===== src/hdl/c2d_pkg.sv =====
// Shared types, codes and helpers for the 2D convolution block.
package c2d_pkg;

  // Default store dimensions
  localparam int MAX_WIDTH_DEF       = 32;
  localparam int MAX_HEIGHT_DEF      = 32;
  localparam int MAX_PLANES_DEF      = 8;
  localparam int MAX_KERNEL_SIDE_DEF = 7;
  localparam int MAX_KERNELS_DEF     = 8;

  // Word width of every store entry (Q8.8 samples and biases, Q4.12 weights)
  localparam int DATA_W = 16;

  // Request opcodes
  typedef enum logic [1:0] {
    OP_LOAD_WEIGHT = 2'd0,
    OP_LOAD_BIAS   = 2'd1,
    OP_LOAD_SAMPLE = 2'd2,
    OP_COMPUTE     = 2'd3
  } c2d_op_t;

  // Configuration register indexes
  typedef enum logic [2:0] {
    REG_IN_WIDTH    = 3'd0,
    REG_IN_HEIGHT   = 3'd1,
    REG_IN_DEPTH    = 3'd2,
    REG_KERN_WIDTH  = 3'd3,
    REG_KERN_HEIGHT = 3'd4,
    REG_KERN_COUNT  = 3'd5,
    REG_STRIDE      = 3'd6,
    REG_PAD         = 3'd7
  } c2d_reg_t;

  // Input request payload
  typedef struct packed {
    c2d_op_t            op;
    logic [2:0]         channel;
    logic [2:0]         plane;
    logic [4:0]         row;
    logic [4:0]         col;
    logic signed [15:0] value;
  } c2d_in_t;

  // Result payload
  typedef struct packed {
    logic signed [31:0] result;
    logic               bad_position;
  } c2d_out_t;

  // Current layer geometry
  typedef struct packed {
    logic [5:0] in_width;
    logic [5:0] in_height;
    logic [3:0] in_depth;
    logic [2:0] kern_width;
    logic [2:0] kern_height;
    logic [3:0] kern_count;
    logic [2:0] stride;
    logic [1:0] pad;
  } c2d_cfg_t;

  // Tag that travels with each memory read down the MAC pipeline
  typedef struct packed {
    logic vld;    // read slot carries work
    logic first;  // clear accumulator
    logic last;   // final term of the sum
    logic bias;   // coefficient word is a bias to align and add
    logic mask;   // tap inside the plane: add sample times weight
    logic bad;    // request outside the output volume
  } c2d_tap_t;

  // Clamp a register value into 1..hi
  function automatic logic [7:0] c2d_clamp(input logic [7:0] v, input int hi);
    logic [7:0] r;
    if (v == 8'd0) begin
      r = 8'd1;
    end else if (int'(v) > hi) begin
      r = 8'(hi);
    end else begin
      r = v;
    end
    return r;
  endfunction

endpackage


===== src/hdl/c2d_acc.sv =====
// MAC pipeline: product register, accumulator, rounding, saturation, result register.
module c2d_acc
  import c2d_pkg::*;
#(
  parameter int MAX_PLANES      = MAX_PLANES_DEF,
  parameter int MAX_KERNEL_SIDE = MAX_KERNEL_SIDE_DEF
) (
  input  logic                     clk,
  input  logic                     rst_n,
  input  c2d_tap_t                 tag,
  input  logic signed [DATA_W-1:0] samp_rdata,
  input  logic signed [DATA_W-1:0] coef_rdata,
  input  logic                     out_stall,
  output logic                     out_valid,
  output c2d_out_t                 out_data,
  output logic                     done
);

  // Headroom for every tap plus the bias, and at least 33 bits after the shift
  localparam int ACC_W = 36 + $clog2(MAX_KERNEL_SIDE * MAX_KERNEL_SIDE * MAX_PLANES + 1);
  localparam int QW    = ACC_W - 4;

  logic signed [31:0]      prod_nxt;
  logic signed [31:0]      prod_r;
  c2d_tap_t                tb_r;
  logic signed [ACC_W-1:0] acc_r;
  logic                    fin_r;
  logic                    bad_r;
  logic                    out_valid_r;
  c2d_out_t                out_data_r;

  logic signed [QW-1:0]    q;
  logic [QW-32:0]          q_hi;
  logic signed [31:0]      sat;

  // Term select: sample times weight, aligned bias, or nothing
  always_comb begin
    if (tag.mask) begin
      prod_nxt = samp_rdata * coef_rdata;
    end else if (tag.bias) begin
      prod_nxt = {{4{coef_rdata[15]}}, coef_rdata, 12'b0};
    end else begin
      prod_nxt = '0;
    end
  end

  // Floor shift to Q16.16 and clip to 32 bits
  always_comb begin
    q    = QW'(acc_r >>> 4);
    q_hi = q[QW-1:31];
    if ((&q_hi) || !(|q_hi)) begin
      sat = q[31:0];
    end else if (q[QW-1]) begin
      sat = 32'sh8000_0000;
    end else begin
      sat = 32'sh7FFF_FFFF;
    end
  end

  assign done = fin_r && (!out_valid_r || !out_stall);

  // Product stage
  always_ff @(posedge clk) begin
    if (!rst_n) begin
      tb_r <= '0;
    end else begin
      tb_r <= tag;
    end
    prod_r <= prod_nxt;
  end

  // Accumulate stage and result register
  always_ff @(posedge clk) begin
    if (!rst_n) begin
      fin_r       <= 1'b0;
      out_valid_r <= 1'b0;
    end else begin
      if (tb_r.vld) begin
        acc_r <= (tb_r.first ? '0 : acc_r) + ACC_W'(prod_r);
        if (tb_r.last) begin
          fin_r <= 1'b1;
          bad_r <= tb_r.bad;
        end
      end
      if (done) begin
        fin_r       <= 1'b0;
        out_valid_r <= 1'b1;
        out_data_r  <= '{result: sat, bad_position: bad_r};
      end else if (out_valid_r && !out_stall) begin
        out_valid_r <= 1'b0;
      end
    end
  end

  assign out_valid = out_valid_r;
  assign out_data  = out_data_r;

endmodule


===== config.mk =====
export PLATFORM = sky130hd
export DESIGN_NAME = c2d_acc
export DESIGN_NICKNAME = d
export VERILOG_FILES = /design/src/hdl/c2d_pkg.sv /design/src/hdl/c2d_acc.sv
export SDC_FILE = /design/constraint.sdc
export NUM_CORES = 1
export LEC_CHECK = 0
export ABC_CLOCK_PERIOD_IN_PS = 20500
export CORE_MARGIN = 3
export CORE_UTILIZATION = 50
export DETAILED_ROUTE_END_ITERATION = 8
export DONT_BUFFER_PORTS = 1
export PLACE_DENSITY = 0.72
export REMOVE_ABC_BUFFERS = 1
export SLEW_MARGIN = 20
export SYNTH_ARGS = -nofsm -noshare
export SYNTH_HDL_FRONTEND = slang
export SYNTH_SLANG_ARGS = --single-unit

===== constraint.sdc =====
create_clock -name clk -period 20.5 [get_ports clk]
set_input_delay 3.075 -clock clk [delete_from_list [all_inputs] [get_ports clk]]
set_output_delay 3.075 -clock clk [all_outputs]
set_load 0.01 [all_outputs]

==> impl_results.md, run 1 <==
* Status: finished, final reports clean
* PortBufs at 0
* Setup violations, final at 0
* Vias after detailed routing at ~11,000
* Max-cap viol count at 0
* Critical path arrival at just under 9 ns
* WL final at around 39 mm
* Worst setup path endpoint: prod_r[31]
* M1 WL at 17.1 mm
* Hold_buf cts at 0
* Post-Synth XOR/XNOR Area at under 10%
* Die height at roughly 190 um
* R2R setup slack at between 15 and 20 ns
* CP Launch Type: input pin
* Sink Count at 117
* Post-route ant nets at 0
* Worst min-delay path category: reg2reg
* Initial Utilization at between 50% and 60%
* Grt total ovfl at 0
* Reg-to-reg endpoint: acc_r[43]
* Rel. slew slack at approximately half
* I/O pins at 76
* Ys flop type: edfxtp_1
* Post-synthesis area per instance at between 9 and 10 um2
* Root Driver: clkbuf_16
* Worst Tran Pin Value at roughly 0.73 ns
* Compound-Gate Fraction of Synth Area at roughly a tenth
* Pre-antenna DRT Iters at 5
* First-pass GRT wire length at 65.0 mm
* Fin crit share at 41.8%
* Fin. max-slew vios at 0
* Worst setup EP type: register
* GRT Util Overall at 23.2%
* RePlAce Congestion at 0.893
* Met2 wire length at between 15 and 20 mm
* Ant diodes at 0
* CP max FO at 16
* Clock Skews at 0.00984 ns
* Top layer reached by signal wires: met4
* Seq/Total Area, Yosys at 19.1%
* TritonCTS buffer count at 17
* Die ar. at between 30,000 and 40,000 um2
* Fmax at ~120 MHz
* Synth Area in Adders at a little over two fifths
* Largest net degree at the start of global routing at 46
* Syn-to-layout area delta at 5.26%
* Die extent in x at between 150 and 200 um
* Fin crit period at 8.56 ns
* DR iter-0 viols at slightly above 700
* YS warnings at 0
* WHS at 0.404 ns
* DRC at 0
* Share of cells above drive strength 1 at between 2 and 3%
* Clk Latency, worst-skew pair at between 0.4 and 0.5 ns
* CP Data Required Time at between 20 and 25 ns
* DR WL/cell at approximately 18 um
* Number of enable flip-flop cells after synthesis at 79
* R2R depth at 13
* Netlist cell types at 70
* Reg2reg start: tb_r[4]
* Synth Area in Simple Gates at 15.7%
* Vias in the first global route at 12,398
* H-tree depth at 4
* Detailed Place HPWL at between 30 and 40 mm
* Nets at ~2,100
* Metal3 WL at 1.99 mm
* Async S/R FF share, synth at 0%
* Post-CTS sizing at 0
* Reg clk slew, reported paths at 0.05 ns
* Setup CP Type: in2reg
* Row Count at 65
* Most frequent cells in the layout: inv_1, fa_1, nand2_1
* RSZ-0062 raised after global routing: no
* Cell count after synthesis at about 1,700
* Flops & latches, synth at approximately 120
* Commonest non-fill, non-tap cell in the layout: inv_1
* Fin. Hold Viols at 0
* Antenna violations before repair at 1
* Clock Path Buffers at 2
* Post-CTS Setup Inserts at 0
* CTS tree: built
* Fin Setup TNS at 0 ns
* Main combinational cell family by area after synthesis: adder cells
* Crit path launch: samp_rdata[15]
* Post-synthesis mux area share at 0.489%
* DR vias/cell at 5.41
* Synthesized area at around 16,000 um2
* Core ar. at 32,000 um2
stage by stage:
stage | instance area (um2) | worst slack, ns | utilization, % | std cells
floorplan | 16200 | 11.96 | - | 1651
global placement | 16700 | 11.62 | 52.4 | 2089
detailed placement | 16700 | 11.51 | 52.4 | 2089
CTS | 17200 | 11.95 | 54.0 | 2120
global route | 17300 | 11.58 | 54.0 | 2120
finish | 17300 | 11.94 | 54.0 | 2120
worst max-delay path: stages:
cell,delay (ns)
nand2_1,0.09
inv_1,0.10
fa_1,0.66
fa_1,0.92
fa_1,0.53
fa_1,0.50
fa_1,0.49
inv_1,0.05
fa_1,0.48
inv_1,0.05
ha_1,0.39
nand3_1,0.16
nor4_1,0.31
o311ai_1,0.21
a21oi_1,0.28
nor3b_1,0.08
o21ba_2,0.21
xnor2_1,0.12
a21o_1,0.18
cells by family after synthesis:
family	Yosys count
simple gates	499
mux	8
buf+inv	370
xor+xnor	72
flops	117
compound gates	254
fa+ha+maj	389
registers in the layout (all words and copies together) (netlist names):
name	cells
acc_r	45
bad_r	1
fin_r	1
out_data	33
out_valid	1
prod_r	32
tb_r	4
Yosys cell counts, drive strengths merged (9+ instances only):
cell / number / area [um2]
edfxtp: 79 / 2370
o21a: 29 / 219
clkbuf: 52 / 195
o21ai: 51 / 263
nor3: 10 / 55.1
nand4: 13 / 81.3
xnor2: 54 / 473
nand2: 183 / 687
a21oi: 56 / 280
nor2b: 55 / 344
inv: 312 / 1170
xor2: 18 / 158
a211oi: 13 / 108
nand3: 12 / 65.1
dfxtp: 38 / 761
and2: 133 / 832
nor2: 46 / 173
a21o: 52 / 390
or3: 9 / 56.3
ha: 126 / 1580
nand2b: 12 / 75.1
fa: 263 / 5270
how the worst min path moves through the flow:
stage	start	endpoint	cells past startpoint
5_1_grt	tb_r[0]	bad_r	0
6_report	tb_r[0]	bad_r	0
2_1_floorplan	tb_r[0]	bad_r	0
3_3_place_gp	tb_r[0]	bad_r	0
4_1_cts	tb_r[0]	bad_r	0
3_5_place_dp	tb_r[0]	bad_r	0
area by class of cell:
type                            count  area [um2]
Multi-Input combinational cell   1222       11900
Clock buffer                       26         489
Tap cell                          435         544
Sequential cell                   117        3130
Inverter                          312        1170
Timing Repair Buffer                3        22.5
Clock inverter                      5        26.3
Fill cell                        2863       14700
metal layers:
metal,vias up,GRT usage [%]
li1,5366,-
met3,50,3.77
met2,327,39.5
met4,0,5.61
met1,5733,31.2
met5,-,0
Power of run 1 is not shown: default switching activity piles up to over one toggle a cycle in this logic, so the estimate is an artifact.
==> run 2, diff against run 1 <==
--- a/config.mk
+++ b/config.mk
@@ -5,12 +5,12 @@
 export SDC_FILE = /design/constraint.sdc
 export NUM_CORES = 1
 export LEC_CHECK = 0
-export ABC_CLOCK_PERIOD_IN_PS = 20500
+export ABC_CLOCK_PERIOD_IN_PS = 7200
 export CORE_MARGIN = 3
 export CORE_UTILIZATION = 50
 export DETAILED_ROUTE_END_ITERATION = 8
 export DONT_BUFFER_PORTS = 1
-export PLACE_DENSITY = 0.72
+export PLACE_DENSITY = 0.75
 export REMOVE_ABC_BUFFERS = 1
 export SLEW_MARGIN = 20
 export SYNTH_ARGS = -nofsm -noshare
==> constraint.sdc (replaced) <==
create_clock -name clk -period 7.2 [get_ports clk]
set_input_delay 1.08 -clock clk [delete_from_list [all_inputs] [get_ports clk]]
set_output_delay 1.08 -clock clk [all_outputs]
set_load 0.01 [all_outputs]
==> run 2 against run 1 <==
  * Sequential share of layout area is 0.062 points lower
  * Worst hold slack better by 0.0015 ns
  * Sequential cell count stayed put
  * Non-clock buffer count is 2 higher
  * Die area stayed put
  * Design area is 0.34% higher
  * Critical endpoint unchanged
  * Highest routed layer unchanged
==> impl_results.md, run 2 (synthesis gave the netlist of run 1 again) <==
* Status: finished, final reports clean (unchanged)
* Fin Setup TNS at 0 ns (unchanged)
* CP Launch Type: input pin (unchanged)
* Clock Path Buffers at 2 (unchanged)
* Fin. Hold Viols at 0 (unchanged)
* Worst min-delay path category: reg2reg (unchanged)
* CP max FO at 16 (unchanged)
* Share of cells above drive strength 1 at 3.26% (was 2.97%)
* WHS at 0.405 ns (was 0.404 ns)
* Ant diodes at 0 (unchanged)
* I/O pins at 76 (unchanged)
* Core ar. at 32,000 um2 (unchanged)
* Initial Utilization at 51.3% (unchanged)
* Post-CTS Setup Inserts at 0 (unchanged)
* Design Area, Final at 17,300 um2 (about the same)
* DR iter-0 viols at 666 (was 710)
* Critical path arrival at 6.97 ns (was 8.87 ns)
* Fin util at 54.2% (was 54.0%)
* First-pass GRT wire length at 61.6 mm (was 65.0 mm)
* Worst Tran Pin Value at 0.811 ns (was 0.732 ns)
* TritonCTS buffer count at 17 (unchanged)
* Clock Skews at 0.00907 ns (was 0.00984 ns)
* Fin crit period at about 6.7 ns
* DR WL/cell at 17.2 um (was 18.2 um)
* CP Data Required Time at 7.50 ns (was 20.81 ns)
* Syn-to-layout area delta at 5.62% (was 5.26%)
* Hold_buf cts at 0 (unchanged)
* Nets at 2,105 (was 2,103)
* GRT Util Overall at 21.5% (was 23.2%)
* Die height at 187 um (unchanged)
* Setup violations, final at 0 (unchanged)
* Most frequent cells in the layout: inv_1, fa_1, nand2_1 (unchanged)
* PortBufs at 0 (unchanged)
* Row Count at 65 (unchanged)
* H-tree depth at 4 (unchanged)
* Vias after detailed routing at 11,413 (was 11,476)
* Max-cap viol count at 0 (unchanged)
* DP Area at 16,700 um2 (about the same)
* Setup CP Type: in2reg (unchanged)
* DR vias/cell at 5.38 (was 5.41)
* Sink Count at 117 (unchanged)
* CTS tree: built (unchanged)
* Die extent in x at 187 um (unchanged)
* Commonest non-fill, non-tap cell in the layout: inv_1 (unchanged)
* RePlAce Congestion at 0.938 (was 0.893)
* Fmax at about 150 MHz
* Max reg flops at 45 (unchanged)
* Fin crit share at between 90% and 100%
* Antenna violations before repair at 0 (was 1)
* Number of fill cells at 2,799 (was 2,863)
* RSZ-0062 raised after global routing: no (unchanged)
* Rel. slew slack at 45.8% (was 50.5%)
* Fin. max-slew vios at 0 (unchanged)
* Root Driver: clkbuf_16 (unchanged)
* Grt total ovfl at 0 (unchanged)
* Pre-antenna DRT Iters at 5 (unchanged)
* Detailed Place HPWL at 29.3 mm (was 30.7 mm)
* WL final at 36.5 mm (was 38.7 mm)
* Die ar. at 35,000 um2 (unchanged)
* Largest net degree at the start of global routing at 46 (unchanged)
* Vias in the first global route at 12,280 (was 12,398)
* Post-route ant nets at 0 (unchanged)
* Worst setup EP type: register (unchanged)
* Reg clk slew, reported paths at 0.05 ns (about the same)
* Post-CTS sizing at 0 (unchanged)
* DRC at 0 (unchanged)
* Register bank with the most flops: acc_r (unchanged)
* Clk Latency, worst-skew pair at 0.41 ns (was 0.42 ns)
[run 2: final cells by class]
class / instances / area (um2) / share of cell area [%]
Multi-Input combinational cell: 1222 / 11900 / 68.5
Tap cell: 435 / 544 / 3.14
Sequential cell: 117 / 3130 / 18.1
Timing Repair Buffer: 5 / 37.5 / 0.217
Clock inverter: 7 / 41.3 / 0.239
Inverter: 312 / 1170 / 6.76
Clock buffer: 25 / 518 / 2.99
[run 2: final timing paths]
| check | startpoint | end | slack [ns] | depth (start not counted) |
|---|---|---|---|---|
| setup / recovery | samp_rdata[15] | prod_r[31] | 0.54 | 19 |
| hold / removal | tb_r[0] | bad_r | 0.41 | 0 |
| setup reg to reg | tb_r[4] | acc_r[43] | 3.01 | 12 |
| hold reg to reg | tb_r[0] | bad_r | 0.41 | 0 |
[run 2: critical path, stage by stage]
cell	delay [ns]
nand2_1	0.10
inv_1	0.10
fa_1	0.63
fa_1	0.88
fa_1	0.53
fa_1	0.51
fa_1	0.50
inv_1	0.05
fa_1	0.47
inv_1	0.04
ha_1	0.36
nand3_1	0.16
nor4_1	0.36
o311ai_1	0.25
a21oi_1	0.34
nor3b_1	0.09
o21ba_2	0.21
xnor2_1	0.12
a21o_1	0.18
[run 2: through the flow]
stage,setup WS [ns],instances
after floorplan,0.653,1651
after global placement,0.256,2091
after detailed placement,0.143,2091
after CTS,0.548,2123
after global routing,0.118,2123
final,0.537,2123
[run 2: layer usage]
metal	wire [um]	track usage, %	vias up
li1	-	-	5368
met1	15700	28.0	5650
met2	17800	36.9	344
met3	2220	4.14	51
met4	784	6.22	0
met5	0	0	-
Power of run 2 is left out for the same reason.
==> run 3, diff against run 2 <==
--- a/config.mk
+++ b/config.mk
@@ -6,12 +6,10 @@
 export NUM_CORES = 1
 export LEC_CHECK = 0
 export ABC_CLOCK_PERIOD_IN_PS = 7200
-export CORE_MARGIN = 3
 export CORE_UTILIZATION = 50
 export DETAILED_ROUTE_END_ITERATION = 8
 export DONT_BUFFER_PORTS = 1
 export PLACE_DENSITY = 0.75
-export REMOVE_ABC_BUFFERS = 1
 export SLEW_MARGIN = 20
 export SYNTH_ARGS = -nofsm -noshare
 export SYNTH_HDL_FRONTEND = slang
==> run 3 against run 2 <==
  * Die area decreased by 4.2%
  * Design area is 0.36% higher
  * Routed wire length grew 3.8%
  * Final cell count about the same
  * Clock skew is 0.0050 ns higher
  * Global-route usage is 2.6 points higher
  * First-iteration DRC count up 38%
  * Non-clock buffer count increased by 1
  * Highest routed layer unchanged
  * Register-to-register slack better by 0.31 ns
  * Sequential share of layout area is 0.065 points lower
  * Worst setup slack better by 0.078 ns
==> impl_results.md, run 3 (synthesis gave the netlist of run 1 again) <==
* Post-route ant nets at 0 (unchanged)
* Worst setup EP type: register (unchanged)
* Antenna violations before repair at 0 (unchanged)
* Core ar. at 31,900 um2 (was 32,000 um2)
* Hold Path Sink: bad_r (unchanged)
* Setup CP Type: in2reg (unchanged)
* Max-cap viol count at 0 (unchanged)
* Worst Tran Pin Value at 0.735 ns (was 0.811 ns)
* PortBufs at 0 (unchanged)
* Critical path arrival at 6.90 ns (was 6.97 ns)
* Pre-antenna DRT Iters at 6 (was 5)
* Share of cells above drive strength 1 at 3.49% (was 3.26%)
* Root Driver: clkbuf_16 (unchanged)
* CTS tree: built (unchanged)
* Hold_buf cts at 0 (unchanged)
* Clock Skews at 0.0141 ns (was 0.00907 ns)
* I/O pins at 76 (unchanged)
* Die height at 183 um (was 187 um)
* Fin Setup TNS at 0 ns (unchanged)
* CP Data Required Time at 7.52 ns (was 7.50 ns)
* Reg clk slew, reported paths at 0.06 ns (was 0.05 ns)
* DR iter-0 viols at 921 (was 666)
* Fin crit share at 91.5% (was 92.5%)
* Row Count at 65 (unchanged)
* DRC at 0 (unchanged)
* Setup violations, final at 0 (unchanged)
* CP max FO at 17 (was 16)
* Largest net degree at the start of global routing at 46 (unchanged)
* TritonCTS buffer count at 17 (unchanged)
* R2R depth at 13 (was 12)
* Clk Latency, worst-skew pair at 0.43 ns (was 0.41 ns)
* Die extent in x at 183 um (was 187 um)
* Fmax at 152 MHz (was 150 MHz)
* Die ar. at 33,500 um2 (was 35,000 um2)
* Fin. Hold Viols at 0 (unchanged)
* Post-CTS sizing at 0 (unchanged)
* DR vias/cell at 5.48 (was 5.38)
* Crit path launch: coef_rdata[1] (was samp_rdata[15])
* Register bank with the most flops: acc_r (unchanged)
* Multi-input gate area at 11,900 um2 (about the same)
* Vias in the first global route at 12,295 (was 12,280)
* Status: finished, final reports clean (unchanged)
* Syn_nets at ~2,100
* Worst slack, placed at 0.243 ns (was 0.143 ns)
* RSZ-0062 raised after global routing: no (unchanged)
* Grt total ovfl at 0 (unchanged)
* First-pass GRT wire length at 63.2 mm (was 61.6 mm)
* WL final at 37.9 mm (was 36.5 mm)
* DR WL/cell at 17.8 um (was 17.2 um)
* Vias after detailed routing at 11,636 (was 11,413)
* Syn-to-layout area delta at 6.00% (was 5.62%)
* FF+latch area at 3130 um2 (unchanged)
* Most frequent cells in the layout: inv_1, fa_1, nand2_1 (unchanged)
* Worst Hold Depth at 0 (unchanged)
* Reg2reg start: tb_r[4] (unchanged)
* Worst min-delay path category: reg2reg (unchanged)
* Fin crit period at 6.59 ns (was 6.66 ns)
* Detailed Place HPWL at 30.2 mm (was 29.3 mm)
* Fin. max-slew vios at 0 (unchanged)
* Nets at 2,106 (was 2,105)
* Rel. slew slack at 50.9% (was 45.8%)
* Max reg flops at 45 (unchanged)
* R2R setup slack at 3.32 ns (was 3.01 ns)
* Reg-to-reg endpoint: acc_r[43] (unchanged)
* Number of fill cells at 2,852 (was 2,799)
* Sink Count at 117 (unchanged)
* GRT Util Overall at 24.2% (was 21.5%)
* H-tree depth at 4 (unchanged)
* Initial Utilization at 51.4% (was 51.3%)
* Commonest non-fill, non-tap cell in the layout: inv_1 (unchanged)
* Worst Hold Launch: tb_r[0] (unchanged)
* Final WS setup at 0.615 ns (was 0.537 ns)
* Clock Path Buffers at 2 (unchanged)
* Post-CTS Setup Inserts at 0 (unchanged)
* RePlAce Congestion at 0.930 (was 0.938)
* WHS at 0.435 ns (was 0.405 ns)
* CP Launch Type: input pin (unchanged)
[run 3: how the worst max path moves through the flow]
stage / end / cells past startpoint
final: prod_r[31] / 19
after global routing: prod_r[31] / 19
after CTS: prod_r[31] / 19
after detailed placement: prod_r[31] / 19
after global placement: prod_r[31] / 19
after floorplan: prod_r[28] / 24
[run 3: worst max-delay path, cell delays in order]
cell	delay, ns
nand2_1	0.09
inv_1	0.09
fa_1	0.65
fa_1	0.89
fa_1	0.52
fa_1	0.50
fa_1	0.49
inv_1	0.05
fa_1	0.47
inv_1	0.04
ha_1	0.39
nand3_1	0.17
nor4_1	0.33
o311ai_1	0.23
a21oi_1	0.29
nor3b_1	0.08
o21ba_2	0.20
xnor2_1	0.13
a21o_1	0.19
[run 3: final cells by class]
type                    instances  area share, %
multi-input cells            1222           68.3
flip-flops and latches        117           18.0
inverters                     312           6.74
well taps                     435           3.13
clock buffers                  18           2.53
clock inverters                14           1.00
repair buffers                  6          0.259
diodes                          1         0.0144
[run 3: per-stage QoR]
step / util [%] / cells / cell area (um2)
after floorplan: - / 1709 / 16400
after global placement: 52.6 / 2092 / 16800
after detailed placement: 52.6 / 2092 / 16800
after CTS: 54.5 / 2124 / 17400
after global routing: 54.5 / 2124 / 17400
final: 54.5 / 2125 / 17400
[run 3: routing by layer]
metal,global-route usage [%],vias to the layer above,share of wire [%]
li1,-,5367,-
met4,8.80,0,3.1
met2,40.6,403,49
met1,30.8,5784,41
met3,5.06,82,6.8
met5,0,-,0
Power of run 3 is left out for the same reason.
