### config.mk
export PLATFORM = sky130hd
export DESIGN_NAME = c2d_seq
export DESIGN_NICKNAME = d
export VERILOG_FILES = /design/src/hdl/c2d_pkg.sv /design/src/hdl/c2d_seq.sv
export SDC_FILE = /design/constraint.sdc
export NUM_CORES = 1
export LEC_CHECK = 0
export BUFFER_PORTS_ARGS = -buffer_cell sky130_fd_sc_hd__buf_2
export CELL_PAD_IN_SITES_DETAIL_PLACEMENT = 1
export CELL_PAD_IN_SITES_GLOBAL_PLACEMENT = 1
export CORE_MARGIN = 2
export CORE_UTILIZATION = 48
export CTS_CLUSTER_DIAMETER = 80
export DETAILED_ROUTE_END_ITERATION = 7
export MAX_ROUTING_LAYER = met4
export PLACE_DENSITY_LB_ADDON = 0.1
export SYNTH_ARGS = -nofsm -noshare
export SYNTH_HDL_FRONTEND = slang
export SYNTH_SLANG_ARGS = --single-unit
### constraint.sdc
create_clock -name clk -period 13.2 [get_ports clk]
set_input_delay 1.32 -clock clk [delete_from_list [all_inputs] [get_ports clk]]
set_output_delay 1.32 -clock clk [all_outputs]
set_load 0.01 [all_outputs]
### src/hdl/c2d_pkg.sv
// Shared types, codes and helpers for the 2D convolution block.
package c2d_pkg;

  // Default store dimensions
  localparam int MAX_WIDTH_DEF       = 32;
  localparam int MAX_HEIGHT_DEF      = 32;
  localparam int MAX_PLANES_DEF      = 8;
  localparam int MAX_KERNEL_SIDE_DEF = 7;
  localparam int MAX_KERNELS_DEF     = 8;

  // Word width of every store entry (Q8.8 samples and biases, Q4.12 weights)
  localparam int DATA_W = 16;

  // Request opcodes
  typedef enum logic [1:0] {
    OP_LOAD_WEIGHT = 2'd0,
    OP_LOAD_BIAS   = 2'd1,
    OP_LOAD_SAMPLE = 2'd2,
    OP_COMPUTE     = 2'd3
  } c2d_op_t;

  // Configuration register indexes
  typedef enum logic [2:0] {
    REG_IN_WIDTH    = 3'd0,
    REG_IN_HEIGHT   = 3'd1,
    REG_IN_DEPTH    = 3'd2,
    REG_KERN_WIDTH  = 3'd3,
    REG_KERN_HEIGHT = 3'd4,
    REG_KERN_COUNT  = 3'd5,
    REG_STRIDE      = 3'd6,
    REG_PAD         = 3'd7
  } c2d_reg_t;

  // Input request payload
  typedef struct packed {
    c2d_op_t            op;
    logic [2:0]         channel;
    logic [2:0]         plane;
    logic [4:0]         row;
    logic [4:0]         col;
    logic signed [15:0] value;
  } c2d_in_t;

  // Result payload
  typedef struct packed {
    logic signed [31:0] result;
    logic               bad_position;
  } c2d_out_t;

  // Current layer geometry
  typedef struct packed {
    logic [5:0] in_width;
    logic [5:0] in_height;
    logic [3:0] in_depth;
    logic [2:0] kern_width;
    logic [2:0] kern_height;
    logic [3:0] kern_count;
    logic [2:0] stride;
    logic [1:0] pad;
  } c2d_cfg_t;

  // Tag that travels with each memory read down the MAC pipeline
  typedef struct packed {
    logic vld;    // read slot carries work
    logic first;  // clear accumulator
    logic last;   // final term of the sum
    logic bias;   // coefficient word is a bias to align and add
    logic mask;   // tap inside the plane: add sample times weight
    logic bad;    // request outside the output volume
  } c2d_tap_t;

  // Clamp a register value into 1..hi
  function automatic logic [7:0] c2d_clamp(input logic [7:0] v, input int hi);
    logic [7:0] r;
    if (v == 8'd0) begin
      r = 8'd1;
    end else if (int'(v) > hi) begin
      r = 8'(hi);
    end else begin
      r = v;
    end
    return r;
  endfunction

endpackage

### src/hdl/c2d_seq.sv
// Tap sequencer: checks the output position and issues bias and tap reads.
module c2d_seq
  import c2d_pkg::*;
#(
  parameter int MAX_WIDTH       = MAX_WIDTH_DEF,
  parameter int MAX_HEIGHT      = MAX_HEIGHT_DEF,
  parameter int MAX_PLANES      = MAX_PLANES_DEF,
  parameter int MAX_KERNEL_SIDE = MAX_KERNEL_SIDE_DEF,
  parameter int MAX_KERNELS     = MAX_KERNELS_DEF,
  parameter int SA_W            = 13,
  parameter int CA_W            = 14
) (
  input  logic            clk,
  input  logic            rst_n,
  input  c2d_cfg_t        cfg,
  input  logic            start,
  input  c2d_in_t         req,
  input  logic            done,
  output logic            busy,
  output logic [SA_W-1:0] samp_raddr,
  output logic [CA_W-1:0] coef_raddr,
  output c2d_tap_t        tag
);

  localparam int KSLOT     = MAX_KERNEL_SIDE + 1;
  localparam int WGT_DEPTH = MAX_KERNELS * MAX_PLANES * KSLOT * KSLOT;

  typedef enum logic [1:0] {S_IDLE, S_BIAS, S_TAP, S_WAIT} state_t;

  state_t             state_r;
  logic [2:0]         ch_r;
  logic [4:0]         row_r;
  logic [4:0]         col_r;
  logic signed [9:0]  y0_r;
  logic signed [9:0]  x0_r;
  logic [2:0]         kr_r;
  logic [2:0]         kc_r;
  logic [3:0]         d_r;
  c2d_tap_t           tag_r;

  logic [8:0]         row_span, col_span, h_span, w_span;
  logic               bad_req;
  logic signed [9:0]  y0_nxt, x0_nxt;
  logic signed [9:0]  y, x;
  logic               tap_in;
  logic               bias_ok;
  logic               d_end, kc_end, kr_end;
  logic [CA_W-1:0]    wgt_addr, bias_addr;

  // Position check: row is valid when row*stride + kern <= in + 2*pad
  always_comb begin
    row_span = 9'(req.row) * 9'(cfg.stride) + 9'(cfg.kern_height);
    col_span = 9'(req.col) * 9'(cfg.stride) + 9'(cfg.kern_width);
    h_span   = 9'(cfg.in_height) + 9'({cfg.pad, 1'b0});
    w_span   = 9'(cfg.in_width) + 9'({cfg.pad, 1'b0});
    bad_req  = ({1'b0, req.channel} >= cfg.kern_count) ||
               (row_span > h_span) || (col_span > w_span);
    y0_nxt   = $signed(10'(req.row) * 10'(cfg.stride)) - $signed(10'(cfg.pad));
    x0_nxt   = $signed(10'(req.col) * 10'(cfg.stride)) - $signed(10'(cfg.pad));
  end

  // Tap position and store addresses
  always_comb begin
    y       = y0_r + $signed(10'(kr_r));
    x       = x0_r + $signed(10'(kc_r));
    tap_in  = !y[9] && !x[9] &&
              (y[8:0] < 9'(cfg.in_height)) && (x[8:0] < 9'(cfg.in_width));
    bias_ok = (int'(row_r) < MAX_HEIGHT) && (int'(col_r) < MAX_WIDTH);
    samp_raddr = SA_W'((int'(d_r) * MAX_HEIGHT + int'(y[8:0])) * MAX_WIDTH +
                       int'(x[8:0]));
    wgt_addr   = CA_W'(((int'(ch_r) * MAX_PLANES + int'(d_r)) * KSLOT + int'(kr_r)) *
                       KSLOT + int'(kc_r));
    bias_addr  = CA_W'(WGT_DEPTH + (int'(ch_r) * MAX_HEIGHT + int'(row_r)) * MAX_WIDTH +
                       int'(col_r));
    coef_raddr = (state_r == S_BIAS) ? bias_addr : wgt_addr;
    d_end  = (d_r == cfg.in_depth - 4'd1);
    kc_end = (kc_r == cfg.kern_width - 3'd1);
    kr_end = (kr_r == cfg.kern_height - 3'd1);
  end

  // State, loop counters and read tag
  always_ff @(posedge clk) begin
    if (!rst_n) begin
      state_r <= S_IDLE;
      tag_r   <= '0;
      kr_r    <= '0;
      kc_r    <= '0;
      d_r     <= '0;
    end else begin
      tag_r <= '0;
      case (state_r)
        S_IDLE: begin
          if (start) begin
            ch_r  <= req.channel;
            row_r <= req.row;
            col_r <= req.col;
            y0_r  <= y0_nxt;
            x0_r  <= x0_nxt;
            kr_r  <= '0;
            kc_r  <= '0;
            d_r   <= '0;
            if (bad_req) begin
              // single empty term, flagged bad
              tag_r <= '{vld: 1'b1, first: 1'b1, last: 1'b1,
                         bias: 1'b0, mask: 1'b0, bad: 1'b1};
              state_r <= S_WAIT;
            end else begin
              state_r <= S_BIAS;
            end
          end
        end
        S_BIAS: begin
          tag_r <= '{vld: 1'b1, first: 1'b1, last: 1'b0,
                     bias: bias_ok, mask: 1'b0, bad: 1'b0};
          state_r <= S_TAP;
        end
        S_TAP: begin
          tag_r <= '{vld: 1'b1, first: 1'b0, last: d_end && kc_end && kr_end,
                     bias: 1'b0, mask: tap_in, bad: 1'b0};
          // plane innermost, then kernel column, then kernel row
          if (d_end) begin
            d_r <= '0;
            if (kc_end) begin
              kc_r <= '0;
              if (kr_end) begin
                state_r <= S_WAIT;
              end else begin
                kr_r <= kr_r + 3'd1;
              end
            end else begin
              kc_r <= kc_r + 3'd1;
            end
          end else begin
            d_r <= d_r + 4'd1;
          end
        end
        S_WAIT: begin
          if (done) begin
            state_r <= S_IDLE;
          end
        end
        default: state_r <= S_IDLE;
      endcase
    end
  end

  assign busy = (state_r != S_IDLE);
  assign tag  = tag_r;

endmodule

==> results of run 1 <==
[registers in the layout, summed over array words and instances (netlist names), 3 cells and up]
| name | cells |
|---|---|
| kr_r | 3 |
| d_r | 4 |
| x0_r | 9 |
| row_r | 5 |
| col_r | 5 |
| y0_r | 9 |
| ch_r | 3 |
| kc_r | 3 |
| tag | 6 |
[how the worst max path moves through the flow]
stage | start | to | slack, ns
floorplan | cfg[4] | state_r[1] | 8.12
global placement | cfg[4] | state_r[1] | 7.57
detailed placement | cfg[4] | state_r[1] | 7.44
CTS | cfg[4] | state_r[1] | 7.73
global route | cfg[4] | state_r[1] | 7.48
finish | cfg[4] | state_r[1] | 7.78
[metal layers]
| metal | routed length [um] | up-vias | share of wire |
|---|---|---|---|
| li1 | - | 2308 | - |
| met1 | 7380 | 2254 | 0.47 |
| met2 | 7740 | 62 | 0.50 |
| met3 | 348 | 11 | 0.022 |
| met4 | 149 | 0 | 0.0095 |
| met5 | 0 | - | 0 |
[cell usage in the layout (no fill, tap or decap), drive strengths merged, types with 2 or more instances in the layout]
cell and instances:
ha 120, o21bai 2, a32o 2, mux2 11
o31ai 3, a211oi 4, nor2b 10, nor3b 4
nor3 9, nor4b 3, and2 20, edfxtp 31
a21oi 23, o21ai 18, mux2i 4, xor2 16
dfxtp 18, o211ai 4, and3 3, o41a 2
a21boi 5, buf 82, o2111ai 2, nand3 13
a21o 18, inv 100, o21a 5, nand2 38
xnor2 44, fa 26, or2 2, nand4 9
clkbuf 6, o22ai 4, nand2b 8, nor2 32
[area by class of cell]
class / count / area, um2 / area share
tap: 147 / 184 / 0.0278
sequential: 49 / 1290 / 0.195
inverter: 99 / 372 / 0.0562
multi-input combinational: 476 / 4210 / 0.637
timing repair buffer: 82 / 413 / 0.0624
clock inverter: 2 / 13.8 / 0.00208
clock buffer: 6 / 129 / 0.0195
[metrics by stage]
stage | setup WS (ns) | std cells
after global routing | 7.48 | 861
after global placement | 7.57 | 853
after CTS | 7.73 | 861
after floorplan | 8.12 | 631
final | 7.78 | 861
after detailed placement | 7.44 | 853
[worst max-delay path, cell delays in order]
cell	delay, ns
buf_2	0.22
and2_1	0.19
inv_1	0.08
fa_1	0.53
inv_1	0.05
fa_1	0.50
ha_1	0.32
a21o_1	0.18
a21o_1	0.21
a21o_1	0.19
a21oi_1	0.17
xnor2_1	0.17
ha_1	0.31
a211oi_1	0.24
o21ai_0	0.12
a21oi_1	0.15
nor2_1	0.09
nor4_1	0.40
o22ai_1	0.15
[cell families after synthesis]
family / count (synthesis) / synth area share
compound gates: 96 / 0.109
xor+xnor: 62 / 0.0967
fa+ha+maj: 146 / 0.342
buf+inv: 106 / 0.0686
flops: 49 / 0.218
mux: 15 / 0.0277
simple gates: 157 / 0.137
[report_power, final]
| part | switching [mW] | internal (mW) | leakage [nW] |
|---|---|---|---|
| Clock | 0.0597 | 0.0709 | 0.0712 |
| Sequential | 0.0193 | 0.196 | 0.432 |
| Combinational | 0.258 | 0.192 | 2.88 |
==> metrics.csv, run 1 <==
stage;metric;value;unit
status;status;complete, no violations;
timing;setup_viol_count_final;0;
setup_path;startpoint_type;input pin;
final_layout;fill_cells;1411;
clocking;cts_buffers;5;
floorplanning;ioPinCount;103;
placement;portBuffers;81;
drt;wl;15.6;mm
floorplanning;die-area;13200;um2
synth;netlist_top_cells_count;120 x ha_1, 99 x inv_1, 44 x xnor2_1, 38 x nand2_1, 32 x nor2_1;
setup_path;crit_type;in2reg;
final_layout;nets;928;
synth;synthFlopType;edfxtp_1;
timing;rsz0062_at_grt;false;
timing;post-route-period-util;0.411;
clocking;ctsResizeCount;0;
synth;yosysWarnings;0;
drt;detail_route.wl_per_cell;18.1;um
timing;hold_slack;0.576;ns
final_layout;finalInstanceArea;6620;um2
global_route;top_usage_layer;met2;
final_layout;final_util;0.551;
power_and_ir_drop;pwr_density_cell;120;nW/um2
global_route;grt_pass1_wl;25.3;mm
final_layout;diodes;0;
synth;syn_inst;631;
synth;ys_types;50;
timing;slew_violations;0;
timing;timing.final.hold_violations;0;
synth;synth_top_area_cell;ha_1;
timing;worst_slew_pin_slew;0.959;ns
min_path;holdPathEnd;state_r[1];
clocking;holdBufCountCts;0;
setup_path;r2r-end;tag[1];
floorplanning;die_x;115;um
setup_path;cp-end-kind;flop;
placement;post_dp_cell_area;6470;um2
synth;yosysMostFrequentCell;ha_1;
min_path;hold_class;reg2reg;
timing;max_freq;184;MHz
drt;route.detailed.drc;0;
global_route;grt_max_degree;33;
final_layout;drive_gt1_frac;0.147;
floorplanning;start_util;0.492;
drt;via_per_inst;5.38;
synth;async_flop_share;0;
drt;drt-initial-drc-count;183;
synth;syn_area;5910;um2
drt;drt_first_pass_iters;5;
floorplanning;core;12000;um2
global_route;grtUsageTotal;0.254;
timing;min_period;5.42;ns
drt;ant_nets;0;
synth;synth_edf_count;31;
setup_path;arrival;5.59;ns
clocking;worstSkewPairLatency;0.29;ns
floorplanning;rows;40;
synth;synthTopCellsByArea;ha_1 25%, edfxtp_1 16%, fa_1 8.8%, xnor2_1 6.5%, inv_1 6.3%;
global_route;met1_usage;0.328;
clocking;path_clk_slew;0.07;ns
global_route;use_met3;0.0221;
timing;setup_tns;0;ns
global_route;grt_antenna_before_repair;1;
global_route;use_met2;0.442;
min_path;min_from;state_r[1];
setup_path;r2r-start;kr_r[0];
synth;synth.avg_cell_area;9.37;um2
placement;gp_congestion;0.869;
flow_run;drv_cap;0;
timing;maxSlewHeadroom;0.361;
min_path;min_path_cells;2;
timing;clock_skew;0.00526;ns
final_layout;area_growth;11.9;%
drt;vias;4635;
power_and_ir_drop;p_leak;3.38;nW
placement;dpl.hpwl;13.5;mm
setup_path;ff2ff_path_depth;11;
clocking;cts-root-buf;clkbuf_16;
setup_path;cp_max_fo;10;
global_route;grt_overflow;0;
synth;synth-seq-cells;49;
clocking;cts.sinks;49;
power_and_ir_drop;power.total;0.796;mW
setup_path;crit_required;13.36;ns
synth;synth_nets;846;
setup_path;r2r_setup_slack;10.34;ns
clocking;cts_setup_buffers;0;
synth;synth_top_area_frac;0.254;
clocking;cts_htree_levels;2;
power_and_ir_drop;worst_ir_drop_vdd;0.0000533;V
clocking;clock_path_buffers;2;
global_route;grt_pass1_vias;5049;
clocking;cts_tree;done;
floorplanning;die_y;115;um
synth;ys_seq_area_frac;0.218;
Power figures use the tool's default switching activity.
==> run 2: changes to the inputs <==
--- a/config.mk
+++ b/config.mk
@@ -5,11 +5,12 @@
 export SDC_FILE = /design/constraint.sdc
 export NUM_CORES = 1
 export LEC_CHECK = 0
+export ABC_AREA = 1
 export BUFFER_PORTS_ARGS = -buffer_cell sky130_fd_sc_hd__buf_2
 export CELL_PAD_IN_SITES_DETAIL_PLACEMENT = 1
 export CELL_PAD_IN_SITES_GLOBAL_PLACEMENT = 1
 export CORE_MARGIN = 2
-export CORE_UTILIZATION = 48
+export CORE_UTILIZATION = 39
 export CTS_CLUSTER_DIAMETER = 80
 export DETAILED_ROUTE_END_ITERATION = 7
 export MAX_ROUTING_LAYER = met4
==> constraint.sdc (replaced) <==
create_clock -name clk -period 4.71 [get_ports clk]
set_input_delay 0.471 -clock clk [delete_from_list [all_inputs] [get_ports clk]]
set_output_delay 0.471 -clock clk [all_outputs]
set_load 0.01 [all_outputs]
==> metrics.csv, run 2 <==
stage;metric;value;unit;change
status;status;complete, no violations;;unchanged
clocking;cts_tree;done;;unchanged
setup_path;slowest_stage;fa_1;;unchanged
drt;route.detailed.drc;0;;unchanged
synth;yosysMostFrequentCell;inv_1;;was ha_1
setup_path;crit_type;in2reg;;unchanged
global_route;grt_antenna_before_repair;0;;was 1
power_and_ir_drop;pwr_density_cell;351;nW/um2;was 120 nW/um2
setup_path;r2r-start;y0_r[0];;was kr_r[0]
setup_path;crit_family;adder cells;;unchanged
setup_path;startpoint_type;input pin;;unchanged
global_route;grt_pass1_wl;26.4;mm;was 25.3 mm
power_and_ir_drop;worst_ir_drop_vdd;0.000170;V;was 0.0000533 V
final_layout;layout_common_cells;168 x inv_1, 164 x nand2_1, 120 x ha_1;;was 120 x ha_1, 99 x inv_1, 81 x buf_2
synth;synth_top_area_frac;0.249;;was 0.254
synth;synth-seq-cells;49;;unchanged
drt;via_per_inst;4.91;;was 5.38
synth;syn_area;6030;um2;was 5910 um2
timing;hold_slack;0.371;ns;was 0.576 ns
floorplanning;ioPinCount;103;;unchanged
synth;synth_edf_count;31;;unchanged
floorplanning;core;15100;um2;was 12000 um2
synth;synth.avg_cell_area;7.79;um2;was 9.37 um2
setup_path;cp_max_fo;10;;unchanged
setup_path;crit_required;4.89;ns;was 13.36 ns
floorplanning;die_y;128;um;was 115 um
drt;ant_nets;0;;unchanged
timing;max_freq;250;MHz;
global_route;grt_pass1_vias;5421;;was 5049
min_path;min_path_cells;1;;was 2
min_path;min_from;req[29];;was state_r[1]
clocking;cts-root-buf;clkbuf_16;;unchanged
synth;synth_nets;989;;was 846
drt;drt_first_pass_iters;4;;was 5
final_layout;drive_gt1_frac;0.126;;was 0.147
final_layout;layoutNonFillerInstCount;1046;;was 861
clocking;worstSkewPairLatency;0.29;ns;about the same
setup_path;cp-startpoint;cfg[4];;unchanged
power_and_ir_drop;power.total;2.39;mW;was 0.796 mW
clocking;cts_htree_levels;2;;unchanged
timing;setup_tns;0;ns;unchanged
timing;post-route-period-util;0.848;;
power_and_ir_drop;power_switching;1.06;mW;was 0.337 mW
timing;slew_violations;0;;unchanged
synth;async_flop_share;0;;unchanged
timing;maxSlewHeadroom;0.422;;was 0.361
power_and_ir_drop;p_leak;3.82;nW;was 3.38 nW
timing;rsz0062_at_grt;false;;unchanged
final_layout;layout_commonest_cell;inv_1;;was ha_1
setup_path;critical_path.max_stage_delay;0.56;ns;was 0.53 ns
timing;setup_viol_count_final;0;;unchanged
setup_path;ff2ff_path_depth;15;;was 11
placement;dpl.cell_count;1038;;was 853
clocking;path_clk_slew;0.07;ns;about the same
floorplanning;rows;45;;was 40
power_and_ir_drop;pwr-share-comb;0.572;;was 0.566
synth;ys_seq_area_frac;0.214;;was 0.218
power_and_ir_drop;sw_frac_of_total;0.444;;was 0.424
setup_path;path_depth;19;;unchanged
synth;netlist_top_cells_count;168 x inv_1, 164 x nand2_1, 120 x ha_1, 49 x a21oi_1, 36 x nor2_1;;was 120 x ha_1, 99 x inv_1, 44 x xnor2_1, 38 x nand2_1, 32 x nor2_1
power_and_ir_drop;p_clk_frac;0.168;;was 0.164
final_layout;nets;1072;;was 928
setup_path;cp-end-kind;flop;;unchanged
clocking;cts.sinks;49;;unchanged
final_layout;diodes;0;;unchanged
setup_path;path_cells;buf_2, nand2_1, fa_1, inv_1, fa_1, inv_1, fa_1, o21ai_0, nand2_1, xnor2_1, ha_1, nand2_1, inv_1, and3_1, a21oi_1, nor2_1, nand3_1, nand2_1, a21oi_1;;was buf_2, and2_1, inv_1, fa_1, inv_1, fa_1, ha_1, a21o_1, a21o_1, a21o_1, a21oi_1, xnor2_1, ha_1, a211oi_1, o21ai_0, a21oi_1, nor2_1, nor4_1, o22ai_1
timing;clock_skew;0.00435;ns;was 0.00526 ns
power_and_ir_drop;p_int;1.33;mW;was 0.459 mW
synth;synth_top_area_cell;ha_1;;unchanged
floorplanning;die-area;16500;um2;was 13200 um2
drt;detail_route.wl_per_cell;15.0;um;was 18.1 um
clocking;clock_path_buffers;2;;unchanged
drt;wl;15.6;mm;about the same
synth;ys_types;34;;was 50
clocking;cts_buffers;5;;unchanged
final_layout;area_growth;13.2;%;was 11.9%
global_route;grtUsageTotal;0.207;;was 0.254
flow_run;drv_cap;0;;unchanged
clocking;ctsResizeCount;0;;unchanged
synth;syn_inst;774;;was 631
setup_path;worst-path-buf-inv;4;;was 3
clocking;holdBufCountCts;0;;unchanged
global_route;grt_max_degree;24;;was 33
power_and_ir_drop;seqPwrFrac;0.259;;was 0.270
setup_path;arrival;4.17;ns;was 5.59 ns
clocking;cts_setup_buffers;0;;unchanged
final_layout;final_util;0.451;;was 0.551
placement;gp_congestion;0.856;;was 0.869
setup_path;cp_common_cell;nand2_1;;was a21o_1
synth;yosysWarnings;0;;unchanged
placement;portBuffers;81;;unchanged
min_path;hold_class;in2reg;;was reg2reg
drt;drt-initial-drc-count;205;;was 183
floorplanning;die_x;128;um;was 115 um
placement;dpl.hpwl;13.6;mm;was 13.5 mm
global_route;grt_overflow;0;;unchanged
timing;min_period;3.99;ns;
timing;timing.final.hold_violations;0;;unchanged
timing;worst_slew_pin_slew;0.867;ns;was 0.959 ns
drt;vias;5137;;was 4635
synth;synthTopCellsByArea;ha_1 25%, edfxtp_1 15%, inv_1 10%, nand2_1 10%, fa_1 8.6%;;was ha_1 25%, edfxtp_1 16%, fa_1 8.8%, xnor2_1 6.5%, inv_1 6.3%
floorplanning;start_util;0.398;;was 0.492
synth;synthFlopType;edfxtp_1;;unchanged
-- run 2: cell types whose count changed in the layout (fill, tap and decap cells not counted), sizes merged, moves of 19 or more --
cell	before	now
xor2	16	35
inv	100	172
and2	20	0
nand3	13	35
a21oi	23	50
nand2	38	166
xnor2	44	21
-- run 2: worst reg2reg max path: cells and delay by family (launching register included) --
family	cells	cell delay (ns)
AND/OR/NAND/NOR	7	0.85
flip-flops	1	0.38
adder cells (fa/ha/maj)	3	0.96
AO/OA/AOI/OAI	3	0.28
buffers and inverters	2	0.15
-- run 2: path summary, 6_finish.rpt --
kind | end | slack (ns)
worst max-delay path | tag[4] | 0.72
worst min register to register | d_r[0] | 0.55
worst min-delay path | ch_r[0] | 0.37
worst max register to register | tag[1] | 2.05
-- run 2: metal layers --
metal | global-route usage | vias up | part of all wire
met5 | - | - | 0
met4 | 0.0543 | 0 | 0.020
met3 | 0.0154 | 18 | 0.022
met2 | 0.356 | 64 | 0.49
met1 | 0.263 | 2447 | 0.47
li1 | - | 2608 | -
-- run 2: final cells by class --
type | count | area (um2)
clock buffers | 5 | 125
clock inverters | 3 | 41.3
fillers | 1914 | 8320
inverters | 172 | 646
multi-input cells | 546 | 4070
flip-flops and latches | 49 | 1290
well taps | 188 | 235
repair buffers | 83 | 420
-- run 2: power by group through the flow --
stage          Clock, mW  Combinational (mW)  Sequential, mW
5_1_grt            0.424                1.57           0.632
2_1_floorplan          0               0.936           0.620
3_5_place_dp           0                1.38           0.631
3_3_place_gp           0                1.32           0.625
4_1_cts            0.409                1.39           0.621
6_report           0.403                1.37           0.621
-- run 2: per-stage QoR --
stage               setup slack (ns)  cell area, um2
detailed placement             0.353            6660
finish                         0.715            6830
CTS                            0.649            6830
floorplan                      0.748            6030
global route                   0.366            6830
global placement               0.398            6660
-- run 2: logic make-up after synthesis --
kind of cell,synth area share
xor gates and xnor gates,0.0826
buffers and inverters,0.112
DFF,0.214
adders and majority gates,0.335
and+or+nand+nor,0.183
AOI/OAI and AO/OA,0.0735
